<file path="config.mk">
export PLATFORM = sky130hd
export DESIGN_NAME = mtp_seed
export DESIGN_NICKNAME = d
export VERILOG_FILES = /design/src/sv/mtp_pkg.sv /design/src/sv/mtp_seed.sv
export SDC_FILE = /design/constraint.sdc
export NUM_CORES = 1
export LEC_CHECK = 0
export BUFFER_PORTS_ARGS = -buffer_cell sky130_fd_sc_hd__buf_2
export CORE_ASPECT_RATIO = 1.5
export CORE_MARGIN = 3
export CORE_UTILIZATION = 55
export DETAILED_ROUTE_END_ITERATION = 12
export GPL_ROUTABILITY_DRIVEN = 1
export MAX_ROUTING_LAYER = met4
export PLACE_DENSITY_LB_ADDON = 0.3
export SKIP_CTS_REPAIR_TIMING = 1
export SYNTH_ARGS = -nofsm -noshare
export SYNTH_HDL_FRONTEND = slang
export SYNTH_SLANG_ARGS = --single-unit
</file>
<file path="constraint.sdc">
create_clock -name clk_i -period 7.45 [get_ports clk_i]
set_input_delay 0.745 -clock clk_i [delete_from_list [all_inputs] [get_ports clk_i]]
set_output_delay 0.745 -clock clk_i [all_outputs]
set_load 0.03 [all_outputs]
</file>
<file path="src/sv/mtp_pkg.sv">
package mtp_pkg;

  localparam int unsigned NumWords    = 624;
  localparam int unsigned ShiftWords  = 397;
  localparam int unsigned IdxW        = $clog2(NumWords);

  localparam logic [31:0] Matrix      = 32'h9908_b0df;
  localparam logic [31:0] UpperMask   = 32'h8000_0000;
  localparam logic [31:0] LowerMask   = 32'h7fff_ffff;
  localparam logic [31:0] TemperB     = 32'h9d2c_5680;
  localparam logic [31:0] TemperC     = 32'hefc6_0000;
  localparam logic [31:0] InitMult    = 32'd1812433253;
  localparam logic [31:0] DefaultSeed = 32'd4357;

  localparam logic [IdxW-1:0] LastIdx = IdxW'(NumWords - 1);

  typedef enum logic {
    OpDraw = 1'b0,
    OpSeed = 1'b1
  } op_e;

  typedef enum logic {
    StFill,
    StReady
  } state_e;

  typedef struct packed {
    logic            en;
    logic [IdxW-1:0] addr;
    logic [31:0]     data;
  } mem_wr_t;

  function automatic logic [IdxW-1:0] next_idx(input logic [IdxW-1:0] p);
    next_idx = (p == LastIdx) ? '0 : p + IdxW'(1);
  endfunction

  // (p + 397) mod 624, p < 624 so one conditional subtract suffices
  function automatic logic [IdxW-1:0] far_idx(input logic [IdxW-1:0] p);
    logic [IdxW:0] s;
    s = {1'b0, p} + (IdxW+1)'(ShiftWords);
    if (s >= (IdxW+1)'(NumWords)) begin
      s = s - (IdxW+1)'(NumWords);
    end
    far_idx = s[IdxW-1:0];
  endfunction

  function automatic logic [31:0] twist_word(input logic [31:0] cur,
                                             input logic [31:0] nxt,
                                             input logic [31:0] far);
    logic [31:0] y;
    logic [31:0] v;
    y = (cur & UpperMask) | (nxt & LowerMask);
    v = far ^ (y >> 1);
    if (y[0]) begin
      v = v ^ Matrix;
    end
    twist_word = v;
  endfunction

  function automatic logic [31:0] temper(input logic [31:0] w);
    logic [31:0] k;
    k = w;
    k = k ^ (k >> 11);
    k = k ^ ((k << 7) & TemperB);
    k = k ^ ((k << 15) & TemperC);
    k = k ^ (k >> 18);
    temper = k;
  endfunction

endpackage

</file>
<file path="src/sv/mtp_seed.sv">
module mtp_seed (
  input  logic             clk_i,
  input  logic             rst_ni,
  input  logic             start_i,
  input  logic [31:0]      seed_i,
  output logic             busy_o,
  output logic             done_o,
  output mtp_pkg::mem_wr_t wr_o
);

  logic                     busy_q, busy_d;
  logic [mtp_pkg::IdxW-1:0] idx_q, idx_d;
  logic [31:0]              seed_q, seed_d;
  logic [31:0]              prev_q, prev_d;
  logic [31:0]              mixed;
  logic [31:0]              word;

  // x[i] = 1812433253 * (x[i-1] ^ (x[i-1] >> 30)) + i, low 32 bits
  assign mixed = prev_q ^ (prev_q >> 30);
  assign word  = (idx_q == '0) ? seed_q
                               : (mixed * mtp_pkg::InitMult) + 32'(idx_q);

  assign done_o = busy_q && (idx_q == mtp_pkg::LastIdx);

  always_comb begin
    busy_d = busy_q;
    idx_d  = idx_q;
    seed_d = seed_q;
    prev_d = prev_q;
    if (start_i) begin
      busy_d = 1'b1;
      idx_d  = '0;
      seed_d = (seed_i == '0) ? mtp_pkg::DefaultSeed : seed_i;
    end else if (busy_q) begin
      prev_d = word;
      idx_d  = idx_q + mtp_pkg::IdxW'(1);
      if (done_o) begin
        busy_d = 1'b0;
        idx_d  = '0;
      end
    end
  end

  always_ff @(posedge clk_i or negedge rst_ni) begin
    if (!rst_ni) begin
      busy_q <= 1'b1;
      idx_q  <= '0;
      seed_q <= mtp_pkg::DefaultSeed;
    end else begin
      busy_q <= busy_d;
      idx_q  <= idx_d;
      seed_q <= seed_d;
    end
  end

  always_ff @(posedge clk_i) begin
    prev_q <= prev_d;
  end

  assign busy_o  = busy_q;
  assign wr_o.en   = busy_q && !start_i;
  assign wr_o.addr = idx_q;
  assign wr_o.data = word;

endmodule

</file>
* After elaboration in Yosys (flattened, before gate mapping)
Index checks and enable logic that the tools add are counted.
Cells by class: $mul 1, equal/unequal tests 1, muxes and demuxes 8, bitwise logic cells 2, reduce and logical (&&, ||, !) cells 7, add/subtract/negate cells 2
Operator list (count):
- 32-bit two-way mux | 2
- 32-bit by 10-bit adder with 32-bit output | 1
- 32-bit logical NOT | 1
- 32-bit by 31-bit multiplier with 32-bit output (second input constant) | 1
- 32-bit by 2-bit XOR with 32-bit output | 1
- 10-bit two-way mux | 3
- 10-bit by 1-bit adder with 10-bit output (second input constant) | 1
- 10-bit == test (second input constant) | 1
- 10-bit logical NOT | 1
- 1-bit two-way mux | 3
- 1-bit logical AND | 2
- 2-bit AND reduction | 1
- 2-bit nonzero test | 1
- 1-bit logical NOT | 1
- 1-bit inverter | 1
Word-level totals: logic and storage cells 25, output and inout bits 45, bits in registers 75

* Depth between registers and ports, before layout
Gate-level depths: netlist (run 1).
word-level depth 5, depth in mapped cells 24, depth with buffers taken out 24

* Least setup slack after synthesis (run 1)
OpenSTA, ideal clock, no wires.
path type flip-flop to output port, from reg prev_q[31], to out wr_o[29] (netlist name), cell stages (with the launch flop) 25, required time 6.705 ns, path buffers 0, data arrival time 6.545 ns, slack 0.160 ns, path through edfxtp_1 > xor2_1 > xor2_1 > ha_1 > or2_2 > ha_1 > inv_1 > fa_1 > inv_1 > ha_1 > fa_1 > fa_1 > fa_1 > inv_1 > fa_1 > inv_1 > ha_1 > a21oi_1 > nor2b_1 > o21a_1 > o211ai_1 > and3_1 > a21oi_1 > o21a_1 > o31ai_1
RTL lines:
- start, declared | line mtp_seed.sv:14 | logic [31:0] prev_q, prev_d;
- start signal, assigned | line mtp_seed.sv:57 | prev_q <= prev_d;
- end, declared | line mtp_seed.sv:8 | output mtp_pkg::mem_wr_t wr_o

==> summary.txt, run 1 <==
Worst setup path
  • Largest stage delay on the critical path: 0.57 ns
  • Setup Crit Path Kind: reg -> out
  • Biggest fanout along the worst timing path: 8
  • Arrival time worst endpoint: 6.60 ns
  • Crit-path slowest cell: fa_1
  • CP Buf/Inv Count: 6
  • Critical path, cell by cell: xor2_2 > buf_4 > inv_1 > fa_1 > inv_1 > ha_1 > fa_1 > ha_1 > fa_1 > fa_1 > fa_1 > inv_1 > fa_1 > inv_1 > ha_4 > a21oi_2 > nor2b_1 > o21a_1 > o211ai_1 > and3_4 > a211oi_4 > o21a_1 > nor3_2 > buf_4
  • Setup slack on the worst flop-to-flop path: roughly 1.1 ns
  • Required time reported for the critical path endpoint: 6.70 ns
  • Kind of start point of the critical path: flip-flop
  • Crit path capture type: output port
  • Critical path's top delay family: adder cells
  • Most used cell, CP: fa_1

Floorplan
  • Die Footprint: 0.0227 mm^2
  • Top-Level Pins: 80
  • Row count: between 60 and 70
  • Die height: 183 um
  • Die width: 124 um
  • Starting Density: 56.2%
  • Total core area: 0.0204 mm^2

Global route
  • GR Overflow Total: 0
  • Number of antenna violations at the first check in global routing: 0
  • Vias in the first global route: 9093
  • Total global-route track usage: 28.8%
  • Maximum number of pins on one net before global-route repair: 44
  • Wire length of the first global-routing pass: 47600 um

Detailed routing
  • Count of nets left with antenna violations after detail routing: 0
  • Drt drc: 0
  • Iteration count of the initial detailed-routing pass: 5
  • Average routed wire per standard cell: 20.5 um
  • Average via count per standard cell: 5.61
  • Via total after detailed routing: around 8.4k
  • Wire length reported by the detailed router: 30600 um
  • Violation count after the first detailed-routing iteration: 423

Clock tree
  • Clock-pin slew of the registers on the worst-case setup and hold paths: 0.06 ns
  • Buffers from clock root to sink, at most: 2
  • Number of CTS-inserted buffers: 9
  • Deepest level of the CTS H-tree: 3
  • Worst-Skew Late Latency: 0.35 ns
  • Sinks on the clock net: 75
  • Clock root cell: clkbuf_16
  • Clock tree from TritonCTS: built

Final layout
  • Area added between synthesis and finish: 14.2%
  • Final core area utilization: 64.2%
  • Layout net count: 1650
  • Leading cell types in the layout, fill and taps excluded: 258 x inv_1, 225 x ha_1, 153 x fa_1
  • Number of diodes added for antenna fixing: 0
  • Share of final-layout standard cells stronger than drive strength 1: 18.9%
  • Leading cell type in the layout, fill and taps excluded: inv_1

Synth
  • Syn Area/Cell: approximately 10 um^2
  • Library cell with the largest summed area after synthesis: fa_1
  • Fraction of post-synthesis cell area in the top cell type by area: 26.7%
  • Synthesis warning total: 0
  • Post-Syn Area: 0.0115 mm^2
  • Leading cell types by total area after synthesis: fa_1 27%, ha_1 26%, inv_1 8.5%
  • Top_reg_cell synth: dfrtp_1
  • Post-synthesis sequential element count: 75
  • Count of mapped cells out of synthesis: 1093
  • Post-synthesis net count: 1520
  • Synth async-reset ratio: 57.3%
  • Portion of the post-synthesis area used by sequential elements: ~18%
  • Number of synthesized flops with an enable pin: 32
  • Number of distinct standard cells referenced by the synthesized netlist: 54

Placement
  • Number of buffer cells added on primary ports: 79
  • Detail Placement HPWL: 25300 um
  • Final GP Congestion: 0.968

Timing
  • Final count of negative-setup-slack endpoints: 0
  • Setup Skew: 0.00548 ns
  • Transition time of the tightest slew-check pin: 0.997 ns
  • Period utilisation layout: 98.6%
  • Min Clock Period, post-route: 7.34 ns
  • Pins Over Slew Limit: 0
  • Worst relative slew slack: approximately a third
  • Fmax: 136 MHz
  • Final hold vios: 0

Min path
  • Classification of the worst-slack hold path: reg -> reg

Status
  • Result of the run: completed

Job
  • Max-capacitance violation count: 0
==> routing by layer <==
| layer | routed length (um) | GRT usage, % | part of all wire, % | vias up |
|---|---|---|---|---|
| li1 | - | - | - | 3805 |
| met1 | 10800 | 31.1 | 35 | 4177 |
| met2 | 16400 | 50.8 | 54 | 281 |
| met3 | 1250 | 3.09 | 4.1 | 108 |
| met4 | 2150 | 15.9 | 7.0 | 0 |
| met5 | 0 | - | 0 | - |
==> registers in the layout (all words and copies together) (netlist names) <==
| signal | count |
|---|---|
| busy_o | 1 |
| idx_q | 10 |
| prev_q | 32 |
| seed_q | 32 |
==> kinds of logic (layout without fill, tap and decap cells) <==
group / after synthesis / count (layout) / share of synthesized area, %
DFF: 75 / 75 / 17.8
buffers and inverters: 273 / 408 / 9.08
xor gates and xnor gates: 59 / 59 / 4.51
muxes: 28 / 28 / 2.75
adders and majority gates: 392 / 392 / 52.8
AOI/OAI and AO/OA: 123 / 123 / 7.05
and+or+nand+nor: 143 / 143 / 6.02
==> synth_stat cells, types with 6 or more instances <==
| library cell | count |
|---|---|
| o21a_1 | 7 |
| nor4_1 | 8 |
| nor3_1 | 10 |
| o21ai_1 | 7 |
| ha_1 | 239 |
| nor2_1 | 39 |
| edfxtp_1 | 32 |
| nand3_1 | 8 |
| inv_1 | 259 |
| a21o_1 | 12 |
| mux2_2 | 28 |
| nand2_1 | 46 |
| fa_1 | 153 |
| a21oi_1 | 37 |
| xnor2_1 | 37 |
| dfrtp_1 | 38 |
| xor2_1 | 22 |
| o21ai_0 | 26 |
| nand4_1 | 6 |
==> final cells by class <==
cell class	instances	area, um^2
sequential	75	2040
multi-input combinational	745	8620
tap	264	330
inverter	259	972
timing repair buffer	133	837
clock inverter	4	28.8
fill	1643	7320
clock buffer	12	268
==> per-stage QoR <==
stage	area [um^2]	setup slack [ns]	hold slack [ns]	setup TNS, ns	std cells
after floorplan	11500	0.160	0.449	0	1093
after global routing	13100	-0.121	0.528	-0.482	1492
final	13100	0.107	0.510	0	1492
after detailed placement	12300	0.182	0.496	0	1443
after CTS	12600	-0.205	0.509	-0.868	1459
after global placement	12300	0.246	0.490	0	1443
==> path summary, 6_finish.rpt <==
check                      depth (start not counted)    endpoint  startpoint
max                                               24    wr_o[31]  prev_q[31]
min                                                1  seed_q[11]  seed_q[11]
max reg2reg                                       22  prev_q[20]   prev_q[8]
min reg2reg                                        1  seed_q[11]  seed_q[11]
max in group asynchronous                          1    idx_q[8]      rst_ni
min in group asynchronous                          1   seed_q[1]      rst_ni
Power of run 1 is not shown: default switching activity piles up to over one toggle a cycle in this logic, so the estimate is an artifact.
==> inputs of run 2 (changes only) <==
--- a/config.mk
+++ b/config.mk
@@ -7,7 +7,6 @@
 export LEC_CHECK = 0
 export BUFFER_PORTS_ARGS = -buffer_cell sky130_fd_sc_hd__buf_2
 export CORE_ASPECT_RATIO = 1.5
-export CORE_MARGIN = 3
 export CORE_UTILIZATION = 55
 export DETAILED_ROUTE_END_ITERATION = 12
 export GPL_ROUTABILITY_DRIVEN = 1
==> constraint.sdc (replaced) <==
create_clock -name clk_i -period 7.45 [get_ports clk_i]
set_input_delay 0.3725 -clock clk_i [delete_from_list [all_inputs] [get_ports clk_i]]
set_output_delay 0.3725 -clock clk_i [all_outputs]
set_load 0.03 [all_outputs]
==> run 2 against run 1 <==
Sequential share of layout area rose by 0.38 points. Setup slack improved by 0.12 ns. Wire length fell by 3.5%. Flip-flop and latch count did not move. Non-clock buffer count fell by 13. Highest routed layer unchanged. Via count fell by 2.1%. Register-to-register slack got worse by 0.07 ns.
==> summary.txt, run 2 (same netlist as run 1, synthesis figures left out) <==
Status
  • Result of the run: completed

Global route
  • Number of antenna violations at the first check in global routing: 0
  • GR Overflow Total: 0
  • Vias in the first global route: 9085
  • Maximum number of pins on one net before global-route repair: 44
  • Wire length of the first global-routing pass: 46800 um
  • Total global-route track usage: 30.1%

Worst setup path
  • Setup Crit Path Kind: reg -> out
  • Critical R2R Capture: prev_q[20]
  • Largest stage delay on the critical path: slightly below 0.6 ns
  • Setup slack on the worst flop-to-flop path: 0.98 ns
  • Kind of start point of the critical path: flip-flop
  • Required time reported for the critical path endpoint: between 7 and 8 ns
  • Source of the critical timing path: prev_q[18]
  • Most used cell, CP: fa_1
  • Crit-path slowest cell: fa_1
  • Biggest fanout along the worst timing path: 6
  • Count of cells along the worst register-to-register path: 23
  • Startpoint of the worst register-to-register path: prev_q[11]
  • Critical path, cell by cell: ha_1 > ha_1 > fa_1 > inv_1 > fa_1 > inv_1 > fa_1 > fa_1 > fa_1 > inv_1 > fa_1 > inv_1 > ha_1 > a21o_1 > a21o_1 > a21o_1 > a21o_1 > a21oi_1 > a31oi_1 > xnor2_1 > o21ai_1 > buf_2
  • Crit path capture type: output port
  • Arrival time worst endpoint: around 6.9 ns
  • Capture point of the critical path: wr_o[30]

Floorplan
  • Row count: 64
  • Die width: 120 um
  • Total core area: 0.0204 mm^2
  • Top-Level Pins: 80
  • Starting Density: a little under three fifths
  • Die height: between 150 and 200 um
  • Die Footprint: 0.0214 mm^2

Detailed routing
  • Average routed wire per standard cell: around 20 um
  • Violation count after the first detailed-routing iteration: 366
  • Drt drc: 0
  • Count of nets left with antenna violations after detail routing: 0
  • Iteration count of the initial detailed-routing pass: 4
  • Via total after detailed routing: 8197
  • Wire length reported by the detailed router: 29600 um
  • Average via count per standard cell: 5.54

Timing
  • Fmax: 139 MHz
  • Final count of negative-setup-slack endpoints: 0
  • Min Clock Period, post-route: 7.22 ns
  • Setup Skew: 0.0138 ns
  • Period utilisation layout: between 90% and 100%
  • Worst relative slew slack: 32.7%
  • Total Negative Setup Slacks: 0 ns
  • Pins Over Slew Limit: 0
  • Final hold vios: 0
  • Transition time of the tightest slew-check pin: between 1 and 1.5 ns

Final layout
  • Layout net count: 1637
  • Leading cell types in the layout, fill and taps excluded: 259 x inv_1, 239 x ha_1, 153 x fa_1
  • Final core area utilization: 62.6%
  • Area added between synthesis and finish: 11.5%
  • Leading cell type in the layout, fill and taps excluded: inv_1
  • Share of final-layout standard cells stronger than drive strength 1: 15.7%
  • Number of filler instances in the final layout: between 1.5k and 2k
  • Number of diodes added for antenna fixing: 0
  • Biggest registers after layout: prev_q (32), seed_q (32), idx_q (10)

Clock tree
  • Worst-Skew Late Latency: 0.35 ns
  • Clock-pin slew of the registers on the worst-case setup and hold paths: approximately 0.070 ns
  • Buffers from clock root to sink, at most: 2
  • Number of CTS-inserted buffers: 9
  • Sinks on the clock net: 75
  • Clock tree from TritonCTS: built
  • Clock root cell: clkbuf_16
  • Deepest level of the CTS H-tree: 3

Placement
  • Final GP Congestion: about 0.96
  • Detail Placement HPWL: about 25000 um
  • Number of buffer cells added on primary ports: 79

Job
  • Max-capacitance violation count: 0

Min path
  • Classification of the worst-slack hold path: in -> async
run 2: cell types whose count changed in the layout (fill, tap and decap cells not counted), moves of 6 or more:
cell	delta
buf_4	-14
ha_1	+14
ha_4	-9
buf_2	+6
run 2: final cells by class:
class                           instances  area (um^2)  share of cell area, %
Inverter                              259          972                   7.60
Multi-Input combinational cell        745         8410                   65.8
Tap cell                              264          330                   2.58
Timing Repair Buffer                  120          706                   5.52
Sequential cell                        75         2040                   16.0
Clock inverter                          5         65.1                  0.509
Clock buffer                           11          264                   2.06
run 2: layer usage:
metal	track usage (%)	routed length [um]	up-vias
met5	-	0	-
met4	16.5	1710	0
met3	1.97	755	82
met2	55.5	16100	204
met1	31.9	11000	4127
li1	-	-	3784
run 2: worst min-delay path by stage:
stage | startpoint | end | slack, ns | cells past startpoint
after CTS | rst_ni | seed_q[27] | 0.23 | 1
after detailed placement | seed_q[4] | seed_q[4] | 0.50 | 1
after global placement | seed_q[27] | seed_q[27] | 0.49 | 1
after global routing | seed_i[12] | seed_q[12] | 0.27 | 2
after floorplan | rst_ni | idx_q[0] | 0.08 | 0
final | rst_ni | seed_q[27] | 0.19 | 1
run 2: through the flow:
stage               area (um^2)  setup WS (ns)  hold WS (ns)  std cells
floorplan                 11500          0.532        0.0769       1093
global placement          12200          0.420         0.491       1431
detailed placement        12200          0.361         0.497       1431
CTS                       12500        -0.0109         0.227       1447
global route              12800        -0.0246         0.267       1479
finish                    12800          0.232         0.193       1479
run 2: critical path: cells and delay by family (launching register included):
kind	cells	cell delay, ns
adder cells (fa/ha/maj)	9	4.05
AO/OA/AOI/OAI	7	1.28
flip-flops	1	0.55
buffers and inverters	5	0.45
XOR/XNOR	1	0.14
Power of run 2 is left out for the same reason.
